## src/rtl/epoch_days_to_year_day_month_top_defines.svh

```systemverilog
// Assertion macros for the day-count-to-date block.
// Used by files that take ed2ymd_pkg and sample on clk with rst_n.
`ifndef EPOCH_DAYS_TO_YEAR_DAY_MONTH_TOP_DEFINES_SVH
`define EPOCH_DAYS_TO_YEAR_DAY_MONTH_TOP_DEFINES_SVH

// Same-cycle implication, checked outside reset.
`define ED2YMD_ASSERT_IMP(lbl, ante, cons, msg) \
    lbl: assert property (@(posedge clk) disable iff (!rst_n) (ante) |-> (cons)) \
        else $error(msg);

// Next-cycle implication, checked outside reset.
`define ED2YMD_ASSERT_NXT(lbl, ante, cons, msg) \
    lbl: assert property (@(posedge clk) disable iff (!rst_n) (ante) |=> (cons)) \
        else $error(msg);

`endif

```

## src/rtl/ed2ymd_pkg.sv

```systemverilog
// Shared constants, types and month table for the day-count-to-date pipeline.
// No dependencies.
`default_nettype none

package ed2ymd_pkg;

    localparam logic [21:0] LAST_DAY  = 22'd3652424;
    localparam logic [17:0] DAYS_400Y = 18'd146097;
    localparam logic [15:0] DAYS_100Y = 16'd36524;
    localparam logic [10:0] DAYS_4Y   = 11'd1461;
    localparam logic [8:0]  DAYS_YEAR = 9'd365;
    localparam logic [8:0]  DAYS_LEAP = 9'd366;
    localparam logic [13:0] MAX_YEAR  = 14'd9999;
    localparam logic [8:0]  MAX_DOY   = 9'd365;
    localparam logic [3:0]  LAST_MONTH = 4'd11;

    // Reciprocals for division by constants: quotient estimate is exact or one low.
    localparam int DIV400_SHIFT = 40;
    localparam logic [22:0] DIV400_RECIP = 23'((64'd1 << DIV400_SHIFT) / 64'd146097);
    localparam int DIV4Y_SHIFT = 24;
    localparam logic [13:0] DIV4Y_RECIP = 14'((64'd1 << DIV4Y_SHIFT) / 64'd1461);

    localparam logic [8:0] MSTART_REG [0:12] = '{
        9'd0, 9'd31, 9'd59, 9'd90, 9'd120, 9'd151, 9'd181,
        9'd212, 9'd243, 9'd273, 9'd304, 9'd334, 9'd365
    };
    localparam logic [8:0] MSTART_LEAP [0:12] = '{
        9'd0, 9'd31, 9'd60, 9'd91, 9'd121, 9'd152, 9'd182,
        9'd213, 9'd244, 9'd274, 9'd305, 9'd335, 9'd366
    };

    // Result of the 400- and 100-year split.
    typedef struct packed {
        logic        sat;    // count at or past LAST_DAY, the last representable day
        logic        first;  // first year of a 400-year cycle
        logic [6:0]  cent;   // whole centuries
        logic [15:0] rem;    // day within the cycle or century
    } cyc_t;

    typedef struct packed {
        logic [13:0] year;
        logic [8:0]  doy;
        logic        leap;
    } date_t;

    function automatic logic [3:0] month_of(input logic [8:0] doy, input logic leap);
        logic [3:0] m;
        m = '0;
        for (int i = 1; i < 13; i++) begin
            if ((leap ? MSTART_LEAP[i] : MSTART_REG[i]) <= doy) begin
                m = m + 4'd1;
            end
        end
        if (m > LAST_MONTH) begin
            m = LAST_MONTH;
        end
        return m;
    endfunction

endpackage

`default_nettype wire

```

## src/rtl/epoch_days_to_year_day_month_top.sv

```systemverilog
// Day count since 1 January of year 0 to year, day of year, month and leap flag.
// Throughput: one item per cycle while date_stall is low; every stage holds its own
// valid bit, so bubbles close up.
// Reset: rst_n clears all valid bits asynchronously; payload registers are not reset.
// Depends on ed2ymd_pkg, ed2ymd_cycle, ed2ymd_group, ed2ymd_month and the defines header.
`default_nettype none

`include "epoch_days_to_year_day_month_top_defines.svh"

module epoch_days_to_year_day_month_top
    import ed2ymd_pkg::*;
(
    input  wire logic        clk,
    input  wire logic        rst_n,
    input  wire logic        day_valid,
    output logic             day_stall,
    input  wire logic [21:0] day_number,
    output logic             date_valid,
    input  wire logic        date_stall,
    output logic [13:0]      year,
    output logic [8:0]       day_of_year,
    output logic [3:0]       month,
    output logic             leap_year
);

    // Item flow: cycle split (3 stages) -> group split (3 stages) -> month and output.
    logic  cyc_valid;
    logic  cyc_stall;
    cyc_t  cyc;
    logic  grp_valid;
    logic  grp_stall;
    date_t grp_date;

    // Split off 400-year cycles and centuries; flag saturating counts.
    ed2ymd_cycle u_cycle (
        .clk        (clk),
        .rst_n      (rst_n),
        .day_valid  (day_valid),
        .day_stall  (day_stall),
        .day_number (day_number),
        .cyc_valid  (cyc_valid),
        .cyc_stall  (cyc_stall),
        .cyc        (cyc)
    );

    // Split the century into 4-year groups and years; build year, day and leap flag.
    ed2ymd_group u_group (
        .clk        (clk),
        .rst_n      (rst_n),
        .cyc_valid  (cyc_valid),
        .cyc_stall  (cyc_stall),
        .cyc        (cyc),
        .date_valid (grp_valid),
        .date_stall (grp_stall),
        .date       (grp_date)
    );

    // Look up the month and hold the item in the output register.
    ed2ymd_month u_month (
        .clk         (clk),
        .rst_n       (rst_n),
        .date_valid  (grp_valid),
        .date_stall  (grp_stall),
        .date        (grp_date),
        .out_valid   (date_valid),
        .out_stall   (date_stall),
        .year        (year),
        .day_of_year (day_of_year),
        .month       (month),
        .leap_year   (leap_year)
    );

    // A leap year is always a multiple of four.
    `ED2YMD_ASSERT_IMP(a_leap_div4, date_valid && leap_year, year[1:0] == 2'b00,
        "leap flag on a year that is not a multiple of four")

    // Day 365 of a regular year only comes from saturation.
    `ED2YMD_ASSERT_IMP(a_doy_range, date_valid && !leap_year && (day_of_year == MAX_DOY),
        year == MAX_YEAR, "day 365 in a regular year below the saturation year")

    // December starts no earlier than day 334.
    `ED2YMD_ASSERT_IMP(a_month_dec, date_valid && (month == LAST_MONTH),
        day_of_year >= 9'd334, "December reported before its first day")

    // Year and month stay within range.
    `ED2YMD_ASSERT_IMP(a_year_range, date_valid,
        (year <= MAX_YEAR) && (month <= LAST_MONTH),
        "year or month out of range")

    // Hold a stalled result and its payload until it is taken.
    `ED2YMD_ASSERT_NXT(a_out_hold, date_valid && date_stall,
        date_valid && $stable({year, day_of_year, month, leap_year}),
        "stalled result changed before it was taken")

endmodule

`default_nettype wire

```

## src/rtl/ed2ymd_cycle.sv

```systemverilog
// Stages 1-3: split the day count into 400-year cycles and centuries.
// Depends on ed2ymd_pkg.
`default_nettype none

module ed2ymd_cycle
    import ed2ymd_pkg::*;
(
    input  wire logic        clk,
    input  wire logic        rst_n,
    input  wire logic        day_valid,
    output logic             day_stall,
    input  wire logic [21:0] day_number,
    output logic             cyc_valid,
    input  wire logic        cyc_stall,
    output cyc_t             cyc
);

    logic v1_reg, v2_reg, v3_reg;
    logic en1, en2, en3;

    logic [21:0] s1_d_reg,  s1_d_next;
    logic        s1_sat_reg, s1_sat_next;
    logic [4:0]  s1_qe_reg, s1_qe_next;
    logic [44:0] s1_prod;

    logic [4:0]  s2_q_reg, s2_q_next;
    logic [17:0] s2_r_reg, s2_r_next;
    logic        s2_sat_reg;
    logic [22:0] s2_diff;
    logic [18:0] s2_r0;
    logic        s2_corr;

    cyc_t        s3_reg, s3_next;
    logic        s3_first;
    logic [17:0] s3_d1;
    logic [1:0]  s3_c100;
    logic [17:0] s3_r100;

    assign en3 = !v3_reg || !cyc_stall;
    assign en2 = !v2_reg || en3;
    assign en1 = !v1_reg || en2;
    assign day_stall = !en1;
    assign cyc_valid = v3_reg;
    assign cyc = s3_reg;

    // Stage 1: estimate the 400-year quotient by reciprocal multiply.
    assign s1_prod     = 45'(day_number) * 45'(DIV400_RECIP);
    assign s1_qe_next  = s1_prod[DIV400_SHIFT +: 5];
    assign s1_d_next   = day_number;
    assign s1_sat_next = day_number >= LAST_DAY;

    // Stage 2: remainder and one-step correction.
    assign s2_diff   = {1'b0, s1_d_reg} - (23'(s1_qe_reg) * 23'(DAYS_400Y));
    assign s2_r0     = s2_diff[18:0];
    assign s2_corr   = s2_r0 >= 19'(DAYS_400Y);
    assign s2_q_next = s1_qe_reg + 5'(s2_corr);
    assign s2_r_next = s2_corr ? 18'(s2_r0 - 19'(DAYS_400Y)) : s2_r0[17:0];

    // Stage 3: century split; the first cycle year holds one extra day.
    always_comb
    begin
        s3_first = s2_r_reg < 18'(DAYS_LEAP);
        s3_d1    = s2_r_reg - 18'd1;
        if (s3_d1 >= 18'(3 * DAYS_100Y)) begin
            s3_c100 = 2'd3;
        end else if (s3_d1 >= 18'(2 * DAYS_100Y)) begin
            s3_c100 = 2'd2;
        end else if (s3_d1 >= 18'(DAYS_100Y)) begin
            s3_c100 = 2'd1;
        end else begin
            s3_c100 = 2'd0;
        end
        s3_r100 = s3_d1 - (18'(s3_c100) * 18'(DAYS_100Y));
        s3_next.sat   = s2_sat_reg;
        s3_next.first = s3_first;
        s3_next.cent  = {s2_q_reg, 2'b00} + (s3_first ? 7'd0 : 7'(s3_c100));
        s3_next.rem   = s3_first ? s2_r_reg[15:0] : s3_r100[15:0];
    end

    always_ff @(posedge clk or negedge rst_n)
    begin
        if (!rst_n) begin
            v1_reg <= 1'b0;
            v2_reg <= 1'b0;
            v3_reg <= 1'b0;
        end else begin
            if (en1) begin
                v1_reg <= day_valid;
            end
            if (en2) begin
                v2_reg <= v1_reg;
            end
            if (en3) begin
                v3_reg <= v2_reg;
            end
        end
    end

    always_ff @(posedge clk)
    begin
        if (en1) begin
            s1_d_reg   <= s1_d_next;
            s1_sat_reg <= s1_sat_next;
            s1_qe_reg  <= s1_qe_next;
        end
        if (en2) begin
            s2_q_reg   <= s2_q_next;
            s2_r_reg   <= s2_r_next;
            s2_sat_reg <= s1_sat_reg;
        end
        if (en3) begin
            s3_reg <= s3_next;
        end
    end

endmodule

`default_nettype wire

```

## src/rtl/ed2ymd_group.sv

```systemverilog
// Stages 4-6: split a century into 4-year groups and years, form year and day.
// Depends on ed2ymd_pkg.
`default_nettype none

module ed2ymd_group
    import ed2ymd_pkg::*;
(
    input  wire logic  clk,
    input  wire logic  rst_n,
    input  wire logic  cyc_valid,
    output logic       cyc_stall,
    input  wire cyc_t  cyc,
    output logic       date_valid,
    input  wire logic  date_stall,
    output date_t      date
);

    logic v4_reg, v5_reg, v6_reg;
    logic en4, en5, en6;

    cyc_t        s4_cyc_reg;
    logic [15:0] s4_d2_reg, s4_d2_next;
    logic [4:0]  s4_qe_reg, s4_qe_next;
    logic [29:0] s4_prod;

    cyc_t        s5_cyc_reg;
    logic [4:0]  s5_c4_reg, s5_c4_next;
    logic [10:0] s5_r4_reg, s5_r4_next;
    logic [15:0] s5_diff;
    logic [11:0] s5_r0;
    logic        s5_corr;

    date_t       s6_reg, s6_next;
    logic        s6_four;
    logic        s6_long;
    logic [10:0] s6_d3;
    logic [1:0]  s6_y1;
    logic [10:0] s6_doy4;
    logic [13:0] s6_base;

    assign en6 = !v6_reg || !date_stall;
    assign en5 = !v5_reg || en6;
    assign en4 = !v4_reg || en5;
    assign cyc_stall  = !en4;
    assign date_valid = v6_reg;
    assign date       = s6_reg;

    // Stage 4: shift the day back into the 4-year frame, estimate the group.
    assign s4_d2_next = cyc.rem + 16'd1;
    assign s4_prod    = 30'(s4_d2_next) * 30'(DIV4Y_RECIP);
    assign s4_qe_next = s4_prod[DIV4Y_SHIFT +: 5];

    // Stage 5: remainder and one-step correction.
    assign s5_diff    = s4_d2_reg - (16'(s4_qe_reg) * 16'(DAYS_4Y));
    assign s5_r0      = s5_diff[11:0];
    assign s5_corr    = s5_r0 >= 12'(DAYS_4Y);
    assign s5_c4_next = s4_qe_reg + 5'(s5_corr);
    assign s5_r4_next = s5_corr ? 11'(s5_r0 - 12'(DAYS_4Y)) : s5_r0[10:0];

    // Stage 6: year within the group, then pick the path and saturate.
    always_comb
    begin
        s6_four = !s5_cyc_reg.first && (s5_cyc_reg.rem >= 16'(DAYS_YEAR));
        s6_long = s5_r4_reg >= 11'(DAYS_LEAP);
        s6_d3   = s6_long ? (s5_r4_reg - 11'd1) : s5_r4_reg;
        if (!s6_long) begin
            s6_y1 = 2'd0;
        end else if (s6_d3 >= 11'(3 * DAYS_YEAR)) begin
            s6_y1 = 2'd3;
        end else if (s6_d3 >= 11'(2 * DAYS_YEAR)) begin
            s6_y1 = 2'd2;
        end else begin
            s6_y1 = 2'd1;
        end
        s6_doy4 = s6_d3 - (11'(s6_y1) * 11'(DAYS_YEAR));
        s6_base = 14'(s5_cyc_reg.cent) * 14'd100;

        if (s5_cyc_reg.sat) begin
            s6_next.year = MAX_YEAR;
            s6_next.doy  = MAX_DOY;
            s6_next.leap = 1'b0;
        end else if (s6_four) begin
            s6_next.year = s6_base + 14'({s5_c4_reg, 2'b00}) + 14'(s6_y1);
            s6_next.doy  = s6_doy4[8:0];
            s6_next.leap = !s6_long;
        end else begin
            // First year of a cycle is leap; first year of a later century is not.
            s6_next.year = s6_base;
            s6_next.doy  = s5_cyc_reg.rem[8:0];
            s6_next.leap = s5_cyc_reg.first;
        end
    end

    always_ff @(posedge clk or negedge rst_n)
    begin
        if (!rst_n) begin
            v4_reg <= 1'b0;
            v5_reg <= 1'b0;
            v6_reg <= 1'b0;
        end else begin
            if (en4) begin
                v4_reg <= cyc_valid;
            end
            if (en5) begin
                v5_reg <= v4_reg;
            end
            if (en6) begin
                v6_reg <= v5_reg;
            end
        end
    end

    always_ff @(posedge clk)
    begin
        if (en4) begin
            s4_cyc_reg <= cyc;
            s4_d2_reg  <= s4_d2_next;
            s4_qe_reg  <= s4_qe_next;
        end
        if (en5) begin
            s5_cyc_reg <= s4_cyc_reg;
            s5_c4_reg  <= s5_c4_next;
            s5_r4_reg  <= s5_r4_next;
        end
        if (en6) begin
            s6_reg <= s6_next;
        end
    end

endmodule

`default_nettype wire

```

## src/rtl/ed2ymd_month.sv

```systemverilog
// Stage 7: month lookup and the output register.
// Depends on ed2ymd_pkg.
`default_nettype none

module ed2ymd_month
    import ed2ymd_pkg::*;
(
    input  wire logic  clk,
    input  wire logic  rst_n,
    input  wire logic  date_valid,
    output logic       date_stall,
    input  wire date_t date,
    output logic       out_valid,
    input  wire logic  out_stall,
    output logic [13:0] year,
    output logic [8:0]  day_of_year,
    output logic [3:0]  month,
    output logic        leap_year
);

    logic        v7_reg;
    logic        en7;
    date_t       s7_date_reg;
    logic [3:0]  s7_month_reg, s7_month_next;

    assign en7        = !v7_reg || !out_stall;
    assign date_stall = !en7;
    assign out_valid  = v7_reg;

    assign s7_month_next = month_of(date.doy, date.leap);

    assign year        = s7_date_reg.year;
    assign day_of_year = s7_date_reg.doy;
    assign leap_year   = s7_date_reg.leap;
    assign month       = s7_month_reg;

    always_ff @(posedge clk or negedge rst_n)
    begin
        if (!rst_n) begin
            v7_reg <= 1'b0;
        end else if (en7) begin
            v7_reg <= date_valid;
        end
    end

    always_ff @(posedge clk)
    begin
        if (en7) begin
            s7_date_reg  <= date;
            s7_month_reg <= s7_month_next;
        end
    end

endmodule

`default_nettype wire

```

## config.mk

```make
export PLATFORM = sky130hd
export DESIGN_NAME = epoch_days_to_year_day_month_top
export DESIGN_NICKNAME = d
export VERILOG_FILES = /design/src/rtl/ed2ymd_pkg.sv /design/src/rtl/epoch_days_to_year_day_month_top.sv /design/src/rtl/ed2ymd_cycle.sv /design/src/rtl/ed2ymd_group.sv /design/src/rtl/ed2ymd_month.sv
export VERILOG_INCLUDE_DIRS = /design/src /design/src/rtl
export SDC_FILE = /design/constraint.sdc
export NUM_CORES = 1
export LEC_CHECK = 0
export CELL_PAD_IN_SITES_DETAIL_PLACEMENT = 1
export CELL_PAD_IN_SITES_GLOBAL_PLACEMENT = 1
export CORE_MARGIN = 5
export CORE_UTILIZATION = 54
export DETAILED_ROUTE_END_ITERATION = 10
export DONT_BUFFER_PORTS = 1
export GPL_TIMING_DRIVEN = 0
export HOLD_SLACK_MARGIN = 0.06
export PLACE_DENSITY = 0.91
export SYNTH_ARGS = -nofsm -noshare
export SYNTH_HDL_FRONTEND = slang
export SYNTH_SLANG_ARGS = --single-unit
```

## constraint.sdc

```tcl
create_clock -name clk -period 8.75 [get_ports clk]
set_clock_uncertainty 0.05 [all_clocks]
set_input_delay 1.3125 -clock clk [delete_from_list [all_inputs] [get_ports clk]]
set_output_delay 1.3125 -clock clk [all_outputs]
set_load 0.02 [all_outputs]
```

# Word level (Yosys, flattened, before mapping)

Index checks and enable logic that the tools add are counted.

Logic and storage cells: 146
Input port bits: 26
Output and inout bits: 30
Flip-flop bits (word level): 216

Mux-type cells: 35
Multipliers: 7
Add/subtract/negate cells: 25
$lt $le $gt $ge: 24
Reductions and logical operators: 19

Operators with widths:

| kind                                                                                  | number |
|---|---|
| 9-bit <= comparator                                                                   | 11 |
| 4-bit 2-to-1 mux                                                                      | 12 |
| 22-bit by 23-bit multiplier with 45-bit output, second input constant                 | 1 |
| 4-bit by 1-bit adder with 4-bit output, second input constant                         | 11 |
| 18-bit by 17-bit greater-or-equal comparator with 1-bit output, second input constant | 2 |
| 16-bit by 14-bit multiplier with 29-bit output, second input constant                 | 1 |
| 24-bit 2-to-1 mux                                                                     | 1 |
| 22-bit greater-or-equal comparator, second input constant                             | 1 |
| 11-bit 2-to-1 mux                                                                     | 2 |
| 19-bit by 18-bit greater-or-equal comparator with 1-bit output, second input constant | 1 |
| 5-bit by 18-bit multiplier with 19-bit output, second input constant                  | 1 |
| 19-bit subtractor                                                                     | 1 |
| 18-bit by 16-bit greater-or-equal comparator with 1-bit output, second input constant | 1 |
| 18-bit by 9-bit < comparator with 1-bit output, second input constant                 | 1 |
| 18-bit 2-to-1 mux                                                                     | 1 |
| 2-bit 2-to-1 mux                                                                      | 9 |
| 18-bit by 1-bit subtractor with 18-bit output, second input constant                  | 1 |
| 18-bit subtractor, second input constant                                              | 1 |
| 16-bit by 1-bit adder with 16-bit output, second input constant                       | 1 |
| 16-bit by 9-bit greater-or-equal comparator with 1-bit output, second input constant  | 1 |
| 16-bit 2-to-1 mux                                                                     | 1 |
| 16-bit subtractor                                                                     | 1 |
| 14-bit by 2-bit adder with 14-bit output                                              | 1 |
| 14-bit by 7-bit adder with 14-bit output                                              | 1 |
| 21 further kinds                                                                      | 45 |

# Longest topological paths before layout

Gate-level depths: netlist (run 1).

Depth in word-level cells: 25
Gate-level depth with buffers: 37

# By module

Synthesis (run 1) repeated with hierarchy kept, for this count alone.

Cell total of the unflattened synthesis: 2849
Area, all modules: 29102.9 um^2

Modules (own cells, without submodules):

| module       | cells an instance | instances | seq. area each (um^2) | area each (um^2) |
|---|---|---|---|---|
| ed2ymd_cycle | 1465              | 1         | 2297.2                | 14764.2 |
| ed2ymd_group | 1115              | 1         | 3288.2                | 11627.4 |
| ed2ymd_month | 269               | 1         | 865.8                 | 2711.4 |

# Worst setup path before layout (run 1)

Ideal clock, no wire load.

Path type: register to register
From: register u_cycle.s3_reg (netlist bit u_cycle.cyc[0])
To: register u_group.s4_qe_reg[4] (data pin)
Path buffers: 0
Required time: 8.440 ns
Library setup time: 0.260 ns
Stages on the path, launching flop included: 26
Arrival time: 7.015 ns
Setup slack: 1.425 ns
Cells stage by stage: edfxtp_1 -> ha_1 -> and3_1 -> nand3_1 -> nor2_1 -> xor2_1 -> ha_1 -> fa_1 -> fa_1 -> inv_1 -> fa_1 -> inv_1 -> fa_1 -> fa_1 -> ha_1 -> a21o_1 -> a21o_1 -> a2111oi_0 -> a221oi_1 -> a21boi_0 -> a31oi_1 -> o21ai_0 -> o41ai_1 -> o21ba_2 -> o21bai_1 -> xnor2_1

Longest elaborated chain between the ends: 2

RTL lines:

| item                                           | line                | text |
|---|---|---|
| start, declared                                | ed2ymd_cycle.sv:33  | `cyc_t s3_reg, s3_next;` |
| start signal, assigned                         | ed2ymd_cycle.sv:112 | `s3_reg <= s3_next;` |
| 16-bit by 1-bit adder with 16-bit output       | ed2ymd_group.sv:49  | `assign s4_d2_next = cyc.rem + 16'd1;` |
| 16-bit by 14-bit multiplier with 29-bit output | ed2ymd_group.sv:50  | `assign s4_prod = 30'(s4_d2_next) * 30'(DIV4Y_RECIP);` |
| named net u_group.s4_prod[28]                  | ed2ymd_group.sv:24  | `logic [29:0] s4_prod;` |
| end signal, assigned                           | ed2ymd_group.sv:118 | `s4_qe_reg <= s4_qe_next;` |
| end, declared                                  | ed2ymd_group.sv:23  | `logic [4:0] s4_qe_reg, s4_qe_next;` |

The timed path passes the listed nets, and every way through them passes these cells.
A chain may end at the register's enable or synchronous reset.

# Worst setup path in the final report (run 1)

Ends and elaborated chain as after synthesis.

==> impl_metrics.py, run 1 <==
metrics = {
    "outcome": {
        "outcome": "complete, no violations",
    },
    "timing": {
        "fin_crit_sh_pct": 96.8,
        "slew_viol_final": 0,
        "tightest_slew_ns": 1.28,
        "tns_ns": 0,
        "fmax_mhz": 118,
        "rsz0062_at_grt": "false",
        "period_needed_ns": 8.47,
        "hold_viol": 0,
        "setup_viol": 0,
        "max-slew-margin-rel_pct": 13.9,
    },
    "setup_path": {
        "worst_ep_arrival_time_ns": 8.71,
        "critPathKind": "flip-flop to flip-flop",
        "r2r_slack_ns": 0.28,
        "reg2regPathDepth": 26,
        "r2r_start": "u_cycle.cyc[0]",
        "startpoint_type": "flip-flop",
        "crit_path_end_kind": "flip-flop",
        "r2r-end": "u_group.s4_qe_reg[4]",
        "crit_fanout": 7,
        "worst-endpoint-required_ns": 8.99,
    },
    "placement": {
        "gp_congestion": 0.930,
        "port_buffers": 0,
        "dpl.hpwl_um": 64900,
        "dpl-instance-area_um2": 28500,
    },
    "route": {
        "routedWlPerCell_um": 23.4,
        "viasPerCell": 5.79,
        "dr.pass1.iters": 5,
        "ant_nets": 0,
        "drc_errors": 0,
        "totalWireLength_um": 79000,
        "num_vias": 19500,
        "first_iter_violations": 1003,
    },
    "floorplanning": {
        "num_rows": 83,
        "dieWidth_um": 236,
        "die_area_um2": 55800,
        "die_h_um": 236,
        "initial_core_util_pct": 54.2,
        "io_pins": 56,
        "core_um2": 51000,
    },
    "logic_synthesis": {
        "synth_flop_cell": "edfxtp_1",
        "ys_seq_area_share_pct": 23.3,
        "postSynth.asyncResetShare_pct": 3.24,
        "syn_inst": 2643,
        "syn_area_um2": 27700,
        "ys_seq_elements": 216,
        "synth_cell_types": 86,
        "syn_area_per_cell_um2": 10.5,
        "synth_edf_count": 209,
        "synth_warnings": 0,
        "synth_nets": 3487,
    },
    "clock_network": {
        "clk_pin_slew_ns": 0.07,
        "clockBufferDepth": 3,
        "cts_hold_buffers": 0,
        "cts-root-buf": "clkbuf_16",
        "clock_latency_ns": 0.55,
        "cts_tree": "done",
        "cts_made_buffers": 24,
        "htreeDepth": 1,
        "cts_sinks": 216,
    },
    "min_path": {
        "min_from": "u_group.s4_cyc_reg[4]",
        "hold_class": "flip-flop to flip-flop",
        "hold_end": "u_group.s5_cyc_reg[4]",
        "holdPathStages": 0,
    },
    "global_routing": {
        "grt_max_degree": 43,
        "grt_pass1_wl_um": 126000,
        "track_usage_pct": 28.3,
        "antenna_found_initial": 0,
        "grt_overflow": 0,
        "first_global_vias": 23400,
    },
    "layout": {
        "fin_nets": 3516,
        "layout-drive-gt1-share_pct": 3.42,
        "area_growth_pct": 6.44,
        "fin_area_um2": 29400,
        "n_antenna_cell": 0,
    },
    "run": {
        "drv_cap": 0,
    },
}
-- layout by cell type, fill, tap and decap left out, types with 9 or more instances in the layout --
cell | Yosys | final
inv_1 | 635 | 634
ha_1 | 515 | 515
fa_1 | 303 | 303
edfxtp_1 | 209 | 209
nor2_1 | 109 | 109
xnor2_1 | 112 | 109
nand2_1 | 101 | 100
a21oi_1 | 81 | 81
o21ai_0 | 67 | 67
xor2_1 | 58 | 55
nor3_1 | 40 | 40
a21o_1 | 28 | 28
nand2b_1 | 28 | 28
nand3_1 | 27 | 27
clkbuf_16 | 0 | 24
and3_1 | 22 | 22
nor2b_1 | 20 | 20
o211ai_1 | 20 | 20
clkbuf_1 | 16 | 18
o21a_1 | 17 | 17
mux2i_1 | 16 | 16
o21bai_1 | 15 | 15
nand4_1 | 12 | 12
nor4_1 | 11 | 11
o21ai_1 | 11 | 11
or3_1 | 10 | 10
a21boi_0 | 9 | 9
-- timing repair --
action | 4_1_cts | 5_1_grt
pin swaps | 0 | 1
gates resized for setup | 5 | 5
endpoints found under the setup margin | 3 | 3
setup buffers | 0 | 2
cloned | 0 | 0
-- layer usage --
layer  wire [um]  GRT usage [%]  vias to the layer above
li1            -              -                     8744
met1       27700           29.2                     9844
met2       42700           54.2                      621
met3        3270           4.08                      310
met4        5360           15.9                        0
met5           0              0                        -
-- stage by stage --
stage | hold WS (ns) | setup slack (ns) | utilization, % | instances
final | 0.369 | 0.284 | 57.7 | 3369
after CTS | 0.363 | 0.0165 | 57.6 | 3367
after floorplan | 0.350 | 1.43 | - | 2643
after global routing | 0.372 | 0.0383 | 57.7 | 3369
after global placement | 0.352 | -0.135 | 55.9 | 3323
after detailed placement | 0.356 | -0.348 | 55.9 | 3324
-- worst max-delay path by stage --
stage                              start                   end  slack (ns)  depth (start not counted)
final                     u_cycle.cyc[0]  u_group.s4_qe_reg[4]        0.28                         26
after global routing      u_cycle.cyc[0]  u_group.s4_qe_reg[4]        0.04                         26
after CTS                 u_cycle.cyc[0]  u_group.s4_qe_reg[4]        0.02                         25
after detailed placement  u_cycle.cyc[0]  u_group.s4_qe_reg[4]       -0.35                         25
after global placement    u_cycle.cyc[0]  u_group.s4_qe_reg[4]       -0.14                         25
after floorplan           u_cycle.cyc[0]  u_group.s4_qe_reg[4]        1.43                         25
-- cell type report --
class,instances,area [um2]
fillers,5450,21600
multi-input cells,1767,18800
flip-flops and latches,216,6450
inverters,635,2380
well taps,680,851
clock buffers,26,608
clock inverters,17,213
plain buffers,25,118
repair buffers,3,30.0
-- synthesized netlist by cell type, drive strengths merged, types with 4 or more instances --
| cell type | instances | share of area (%) |
|---|---|---|
| dfrtp | 7 | 0.63 |
| o31ai | 8 | 0.22 |
| buf | 9 | 0.21 |
| nand4 | 12 | 0.27 |
| a21boi | 10 | 0.31 |
| o21a | 17 | 0.46 |
| or3 | 10 | 0.23 |
| nor3 | 40 | 0.72 |
| a311oi | 6 | 0.19 |
| mux2i | 16 | 0.58 |
| o21ai | 80 | 1.5 |
| a21oi | 83 | 1.6 |
| nor4 | 12 | 0.29 |
| nor3b | 8 | 0.24 |
| o41ai | 6 | 0.26 |
| nor2 | 111 | 1.6 |
| a2111oi | 6 | 0.19 |
| o2111ai | 7 | 0.22 |
| edfxtp | 209 | 23 |
| o22ai | 4 | 0.090 |
| nand2 | 101 | 1.4 |
| o211ai | 20 | 0.54 |
| and2 | 8 | 0.18 |
| a21o | 28 | 0.76 |
| o31a | 4 | 0.13 |
| a31oi | 8 | 0.20 |
| or2 | 6 | 0.14 |
| a211o | 5 | 0.16 |
| ha | 515 | 23 |
| inv | 635 | 8.6 |
| a211oi | 7 | 0.19 |
| clkbuf | 16 | 0.22 |
| xor2 | 62 | 2.2 |
| fa | 303 | 22 |
| nand2b | 28 | 0.63 |
| nor2b | 20 | 0.45 |
| nand3 | 27 | 0.49 |
| o21bai | 15 | 0.41 |
| and3 | 22 | 0.50 |
| xnor2 | 115 | 3.8 |
-- critical path: stages (launching register included) --
cell	delay [ns]
edfxtp_1	0.59
ha_1	0.30
and3_1	0.26
nand3_1	0.20
nor2_1	0.44
xor2_4	0.39
ha_1	0.36
fa_1	0.51
fa_1	0.52
inv_1	0.05
fa_1	0.48
inv_1	0.06
fa_1	0.56
fa_1	0.43
ha_1	0.33
a21o_1	0.18
a21o_1	0.16
a2111oi_1	0.56
a221oi_1	0.25
a21boi_0	0.19
a31oi_1	0.18
o21ai_0	0.27
o41ai_2	0.28
buf_4	0.17
o21ba_2	0.15
o21bai_1	0.11
xnor2_1	0.16
-- logic make-up (layout without fill, tap and decap cells) --
logic type | count (synthesis) | in the layout | share of synthesized area [%]
fa+ha+maj | 818 | 818 | 45.2
buf+inv | 660 | 706 | 9.04
simple gates | 417 | 417 | 7.46
compound gates | 335 | 335 | 8.19
flops | 216 | 216 | 23.3
xor+xnor | 179 | 179 | 6.09
mux | 18 | 18 | 0.661
Power of run 1 is not shown: default switching activity piles up to over one toggle a cycle in this logic, so the estimate is an artifact.
==> run 2, diff against run 1 <==
--- a/config.mk
+++ b/config.mk
@@ -9,12 +9,12 @@
 export CELL_PAD_IN_SITES_DETAIL_PLACEMENT = 1
 export CELL_PAD_IN_SITES_GLOBAL_PLACEMENT = 1
 export CORE_MARGIN = 5
-export CORE_UTILIZATION = 54
+export CORE_UTILIZATION = 50
 export DETAILED_ROUTE_END_ITERATION = 10
 export DONT_BUFFER_PORTS = 1
 export GPL_TIMING_DRIVEN = 0
 export HOLD_SLACK_MARGIN = 0.06
-export PLACE_DENSITY = 0.91
+export PLACE_DENSITY = 0.86
 export SYNTH_ARGS = -nofsm -noshare
 export SYNTH_HDL_FRONTEND = slang
 export SYNTH_SLANG_ARGS = --single-unit
==> constraint.sdc (replaced) <==
create_clock -name clk -period 8.75 [get_ports clk]
set_clock_uncertainty 0.05 [all_clocks]
set_input_delay 1.3125 -clock clk [delete_from_list [all_inputs] [get_ports clk]]
set_output_delay 1.3125 -clock clk [all_outputs]
set_load 0.01 [all_outputs]
==> run 2 against run 1 <==
Against the previous run:
- worst setup slack better by 0.14 ns
- via count decreased by 2.8%
- sequential share of layout area decreased by 0.069 points
- clock-buffer cell count unchanged
- register-to-register slack improved by 0.14 ns
- maximum frequency rose by 1.7%
- cell count up 2.0%
- sequential cell count unchanged
- first-iteration DRC count decreased by 32%
- core utilization decreased by 4.0 points
- highest routed layer unchanged
==> impl_metrics.py, run 2 (same netlist as run 1, synthesis figures left out) <==
metrics = {
    "global_routing": {
        "grt_overflow": 0,
        "antenna_found_initial": 0,
        "grt.met2_usage_pct": 47.7,
        "first_global_vias": 22700,
        "met3_usage_pct": 3.33,
        "busiest_layer": "met2",
        "grt_max_degree": 43,
        "grt_pass1_wl_um": 118000,
        "grt_util_met1_pct": 25.9,
        "track_usage_pct": 24.5,
    },
    "clock_network": {
        "cts_sinks": 216,
        "cts-root-buf": "clkbuf_16",
        "clockBufferDepth": 3,
        "cts_made_buffers": 25,
        "htreeDepth": 1,
        "clock_latency_ns": 0.55,
        "clk_pin_slew_ns": 0.07,
        "cts_tree": "done",
        "post-cts-setup-buffer-count": 0,
    },
    "layout": {
        "final_cell_mix": "634 x inv_1, 515 x ha_1, 303 x fa_1",
        "fin_nets": 3515,
        "final_common_cell": "inv_1",
        "area_growth_pct": 6.77,
        "n_antenna_cell": 0,
        "fillers": 5992,
        "final-instance-count-excl-fill": 3438,
        "layout-drive-gt1-share_pct": 3.46,
    },
    "route": {
        "dr.pass1.iters": 5,
        "ant_nets": 0,
        "viasPerCell": 5.52,
        "routedWlPerCell_um": 21.0,
        "totalWireLength_um": 72100,
        "num_vias": 19000,
        "drc_errors": 0,
        "first_iter_violations": 686,
    },
    "placement": {
        "placedCellCount": 3392,
        "dpl.hpwl_um": 60400,
        "port_buffers": 0,
        "gp_congestion": 0.912,
    },
    "floorplanning": {
        "dieWidth_um": 245,
        "die_area_um2": 60100,
        "io_pins": 56,
        "num_rows": 86,
        "die_h_um": 245,
        "core_um2": 55000,
        "initial_core_util_pct": 50.3,
    },
    "min_path": {
        "min_from": "u_cycle.s2_q_reg[1]",
        "hold_class": "flip-flop to flip-flop",
        "holdPathStages": 0,
    },
    "timing": {
        "hold_viol": 0,
        "period_needed_ns": 8.33,
        "max-slew-margin-rel_pct": 16.6,
        "fmax_mhz": 120,
        "setup_viol": 0,
        "rsz0062_at_grt": "false",
        "slew_viol_final": 0,
        "fin_crit_sh_pct": 95.1,
        "tightest_slew_ns": 1.22,
    },
    "run": {
        "drv_cap": 0,
    },
    "setup_path": {
        "worst-endpoint-required_ns": 8.98,
        "critPathKind": "flip-flop to flip-flop",
        "crit_fanout": 7,
        "r2r_start": "u_cycle.cyc[0]",
        "startpoint_type": "flip-flop",
        "worst_ep_arrival_time_ns": 8.55,
        "startpoint": "u_cycle.cyc[0]",
        "reg2regPathDepth": 25,
        "crit_path_end_kind": "flip-flop",
    },
    "outcome": {
        "outcome": "complete, no violations",
    },
}
## run 2: cell count changes in the layout (fill, tap and decap cells not counted), sizes merged
cell,delta
buf,-2
clkinv,-5
clkinvlp,+1
inv,+8
bufinv,-1
## run 2: metrics by stage
step                      TNS, ns  setup slack [ns]  utilization (%)  cell area, um2  hold WS, ns
final                           0             0.425             53.7           29500        0.370
after global routing            0            0.0144             53.7           29500        0.369
after CTS                       0             0.170             53.7           29500        0.362
after detailed placement   -0.308            -0.227             52.0           28600        0.355
after global placement    -0.0984           -0.0984             52.0           28600        0.351
after floorplan                 0              1.43                -           27700        0.350
## run 2: per-layer routing
layer / wire, um / vias to the layer above
met5: 0 / -
met4: 3910 / 0
met3: 2650 / 210
met2: 39200 / 415
met1: 26300 / 9596
li1: - / 8749
## run 2: layout make-up
| class | instances | area (um2) | area share, % |
|---|---|---|---|
| multi-input cells | 1767 | 18800 | 63.5 |
| flip-flops and latches | 216 | 6450 | 21.8 |
| inverters | 635 | 2380 | 8.07 |
| well taps | 748 | 936 | 3.17 |
| clock buffers | 26 | 629 | 2.13 |
| clock inverters | 20 | 233 | 0.788 |
| plain buffers | 25 | 118 | 0.398 |
| repair buffers | 1 | 15.0 | 0.0508 |
## run 2: path summary, 6_finish.rpt
check,endpoint,slack [ns]
setup / recovery,u_group.s4_qe_reg[4],0.42
hold / removal,u_cycle.cyc[19],0.37
setup reg to reg,u_group.s4_qe_reg[4],0.42
hold reg to reg,u_cycle.cyc[19],0.37
max in group asynchronous,u_group.date_valid,8.18
min in group asynchronous,u_cycle.cyc_valid,0.40
## run 2: repair_timing
item | in CTS | in global routing
pin swaps | 0 | 1
endpoints found under the setup margin | 3 | 2
hold buffers | 0 | 0
resized for setup | 7 | 1
## run 2: worst max-delay path, stage by stage, from the launching register on
cell,delay [ns]
edfxtp_1,0.55
ha_1,0.27
and3_1,0.25
nand3_1,0.22
nor2_1,0.34
xor2_4,0.38
ha_1,0.35
fa_1,0.49
fa_1,0.52
inv_1,0.05
fa_1,0.48
inv_1,0.07
fa_1,0.57
fa_1,0.44
ha_1,0.33
a21o_1,0.19
a21o_1,0.17
a2111oi_1,0.53
a221oi_1,0.22
a21boi_0,0.18
a31oi_1,0.18
o21ai_0,0.30
o41ai_2,0.45
o21ba_2,0.21
o21bai_1,0.09
xnor2_1,0.15
Power of run 2 is left out for the same reason.
==> run 3, diff against run 2 <==
--- a/config.mk
+++ b/config.mk
@@ -6,6 +6,7 @@
 export SDC_FILE = /design/constraint.sdc
 export NUM_CORES = 1
 export LEC_CHECK = 0
+export ABC_AREA = 1
 export CELL_PAD_IN_SITES_DETAIL_PLACEMENT = 1
 export CELL_PAD_IN_SITES_GLOBAL_PLACEMENT = 1
 export CORE_MARGIN = 5
@@ -14,7 +15,7 @@
 export DONT_BUFFER_PORTS = 1
 export GPL_TIMING_DRIVEN = 0
 export HOLD_SLACK_MARGIN = 0.06
-export PLACE_DENSITY = 0.86
+export PLACE_DENSITY = 0.88
 export SYNTH_ARGS = -nofsm -noshare
 export SYNTH_HDL_FRONTEND = slang
 export SYNTH_SLANG_ARGS = --single-unit
==> run 3 against run 2 <==
Against the previous run:
- synthesized cell count grew 16%
- register-to-register slack improved by 0.22 ns
- synthesized area increased by 3.1%
- critical endpoint is now u_group.s4_qe_reg[1]
- largest cell class unchanged
==> impl_metrics.py, run 3 <==
metrics = {
    "logic_synthesis": {
        "synth_warnings": 0,
        "synth_cell_types": 60,
        "syn_area_per_cell_um2": 9.30,
        "syn_area_um2": 28500,
        "synthTopCellsByCount": "782 x inv_1, 515 x ha_1, 382 x nand2_1",
        "ys_seq_area_share_pct": 22.6,
        "ys_seq_elements": 216,
        "synthTopCellsByArea": "ha_1 23%, edfxtp_1 22%, fa_1 21%",
        "syn_inst": 3065,
        "synth_nets": 3909,
        "synth_most_common_cell": "inv_1",
        "synth_top_area_share_pct": 22.6,
        "synth_flop_cell": "edfxtp_1",
        "synth_edf_count": 209,
        "yosysTopAreaCell": "ha_1",
        "postSynth.asyncResetShare_pct": 3.24,
    },
    "clock_network": {
        "cts_sinks": 216,
        "htreeDepth": 1,
        "cts_made_buffers": 24,
        "clockBufferDepth": 3,
        "clk_pin_slew_ns": 0.07,
        "cts-root-buf": "clkbuf_16",
        "post-cts-setup-buffer-count": 0,
        "cts_hold_buffers": 0,
        "cts_tree": "done",
        "clock_latency_ns": 0.54,
    },
    "placement": {
        "place_ws_ns": -0.103,
        "gp_congestion": 0.944,
        "dpl.hpwl_um": 69500,
        "port_buffers": 0,
    },
    "route": {
        "routedWlPerCell_um": 21.2,
        "ant_nets": 0,
        "dr.pass1.iters": 5,
        "drc_errors": 0,
        "viasPerCell": 5.56,
        "first_iter_violations": 1027,
        "totalWireLength_um": 81900,
        "num_vias": 21500,
    },
    "setup_path": {
        "critPathKind": "flip-flop to flip-flop",
        "crit_path_top_delay_cell": "fa_1",
        "crit_fanout": 6,
        "startpoint_type": "flip-flop",
        "worst-endpoint-required_ns": 9.06,
        "worst_ep_arrival_time_ns": 8.41,
        "crit_path_end_kind": "flip-flop",
        "slowest_delay_ns": 0.58,
    },
    "outcome": {
        "outcome": "complete, no violations",
    },
    "layout": {
        "layout-drive-gt1-share_pct": 3.51,
        "fin_nets": 3935,
        "area_growth_pct": 6.06,
        "fillers": 6474,
        "final_common_cell": "inv_1",
        "seqCellArea_um2": 6450,
        "final_cell_mix": "780 x inv_1, 515 x ha_1, 381 x nand2_1",
        "multi_input_area_um2": 19000,
    },
    "timing": {
        "period_needed_ns": 8.10,
        "tightest_slew_ns": 1.10,
        "fin_crit_sh_pct": 92.6,
        "worst_slack_ns": 0.647,
        "slew_viol_final": 0,
        "max-slew-margin-rel_pct": 26.7,
        "hold_viol": 0,
        "setup_viol": 0,
        "rsz0062_at_grt": "false",
        "fmax_mhz": 123,
    },
    "global_routing": {
        "grt_max_degree": 45,
        "antenna_found_initial": 0,
        "grt_overflow": 0,
        "first_global_vias": 25200,
        "grt_pass1_wl_um": 132000,
        "track_usage_pct": 26.5,
    },
    "floorplanning": {
        "die_h_um": 249,
        "core_um2": 56500,
        "num_rows": 87,
        "io_pins": 56,
        "initial_core_util_pct": 50.5,
        "die_area_um2": 61900,
        "dieWidth_um": 249,
    },
    "run": {
        "drv_cap": 0,
    },
    "min_path": {
        "hold_class": "flip-flop to flip-flop",
    },
}
run 3: per-layer routing:
layer / GRT usage, % / vias up / routed length (um)
li1: - / 9817 / -
met1: 27.9 / 10800 / 29400
met2: 51.7 / 611 / 44500
met3: 3.02 / 301 / 3230
met4: 13.3 / 0 / 4720
met5: 0 / - / 0
run 3: worst paths after layout:
path                                        start                endpoint  slack, ns  cells after the start
setup / recovery                   u_cycle.cyc[0]    u_group.s4_qe_reg[1]       0.65                     32
hold / removal             u_group.s4_cyc_reg[20]  u_group.s5_cyc_reg[20]       0.37                      0
setup reg to reg                   u_cycle.cyc[0]    u_group.s4_qe_reg[1]       0.65                     32
hold reg to reg            u_group.s4_cyc_reg[20]  u_group.s5_cyc_reg[20]       0.37                      0
max in group asynchronous                   rst_n          u_group.v4_reg       8.16                      0
min in group asynchronous                   rst_n      u_group.date_valid       0.41                      0
run 3: cells by family after synthesis:
| logic type | count (synthesis) | synth area share [%] |
|---|---|---|
| buffers and inverters | 800 | 10.6 |
| adders and majority gates | 818 | 43.9 |
| DFF | 216 | 22.6 |
| AOI/OAI and AO/OA | 309 | 6.24 |
| xor gates and xnor gates | 146 | 4.63 |
| and+or+nand+nor | 776 | 12.0 |
run 3: repair_timing:
action | CTS | global route
resized for setup | 1 | 1
endpoints found under the hold margin | 0 | 0
endpoints found under the setup margin | 1 | 1
run 3: metrics by stage:
| stage | area, um2 | hold WS [ns] | TNS (ns) | utilization [%] | cells |
|---|---|---|---|---|---|
| after floorplan | 28500 | 0.350 | 0 | - | 3065 |
| after global placement | 29500 | 0.351 | 0 | 52.1 | 3821 |
| after detailed placement | 29500 | 0.356 | -0.248 | 52.1 | 3821 |
| after CTS | 30200 | 0.370 | 0 | 53.5 | 3865 |
| after global routing | 30200 | 0.379 | 0 | 53.5 | 3865 |
| final | 30200 | 0.369 | 0 | 53.5 | 3866 |
run 3: layout make-up:
type	instances	share of cell area (%)
Sequential cell	216	21.3
Clock inverter	14	0.434
Antenna cell	1	0.00827
Buffer	14	0.265
Tap cell	756	3.13
Inverter	786	9.77
Multi-Input combinational cell	2049	62.9
Clock buffer	30	2.13
run 3: critical path, delay by kind of cell, from the launching register on:
| family | cells | cell delay, ns |
|---|---|---|
| adder cells (fa/ha/maj) | 8 | 3.57 |
| flip-flops | 1 | 0.51 |
| AO/OA/AOI/OAI | 6 | 0.95 |
| XOR/XNOR | 2 | 0.55 |
| AND/OR/NAND/NOR | 11 | 1.75 |
| buffers and inverters | 5 | 0.50 |
Power of run 3 is left out for the same reason.
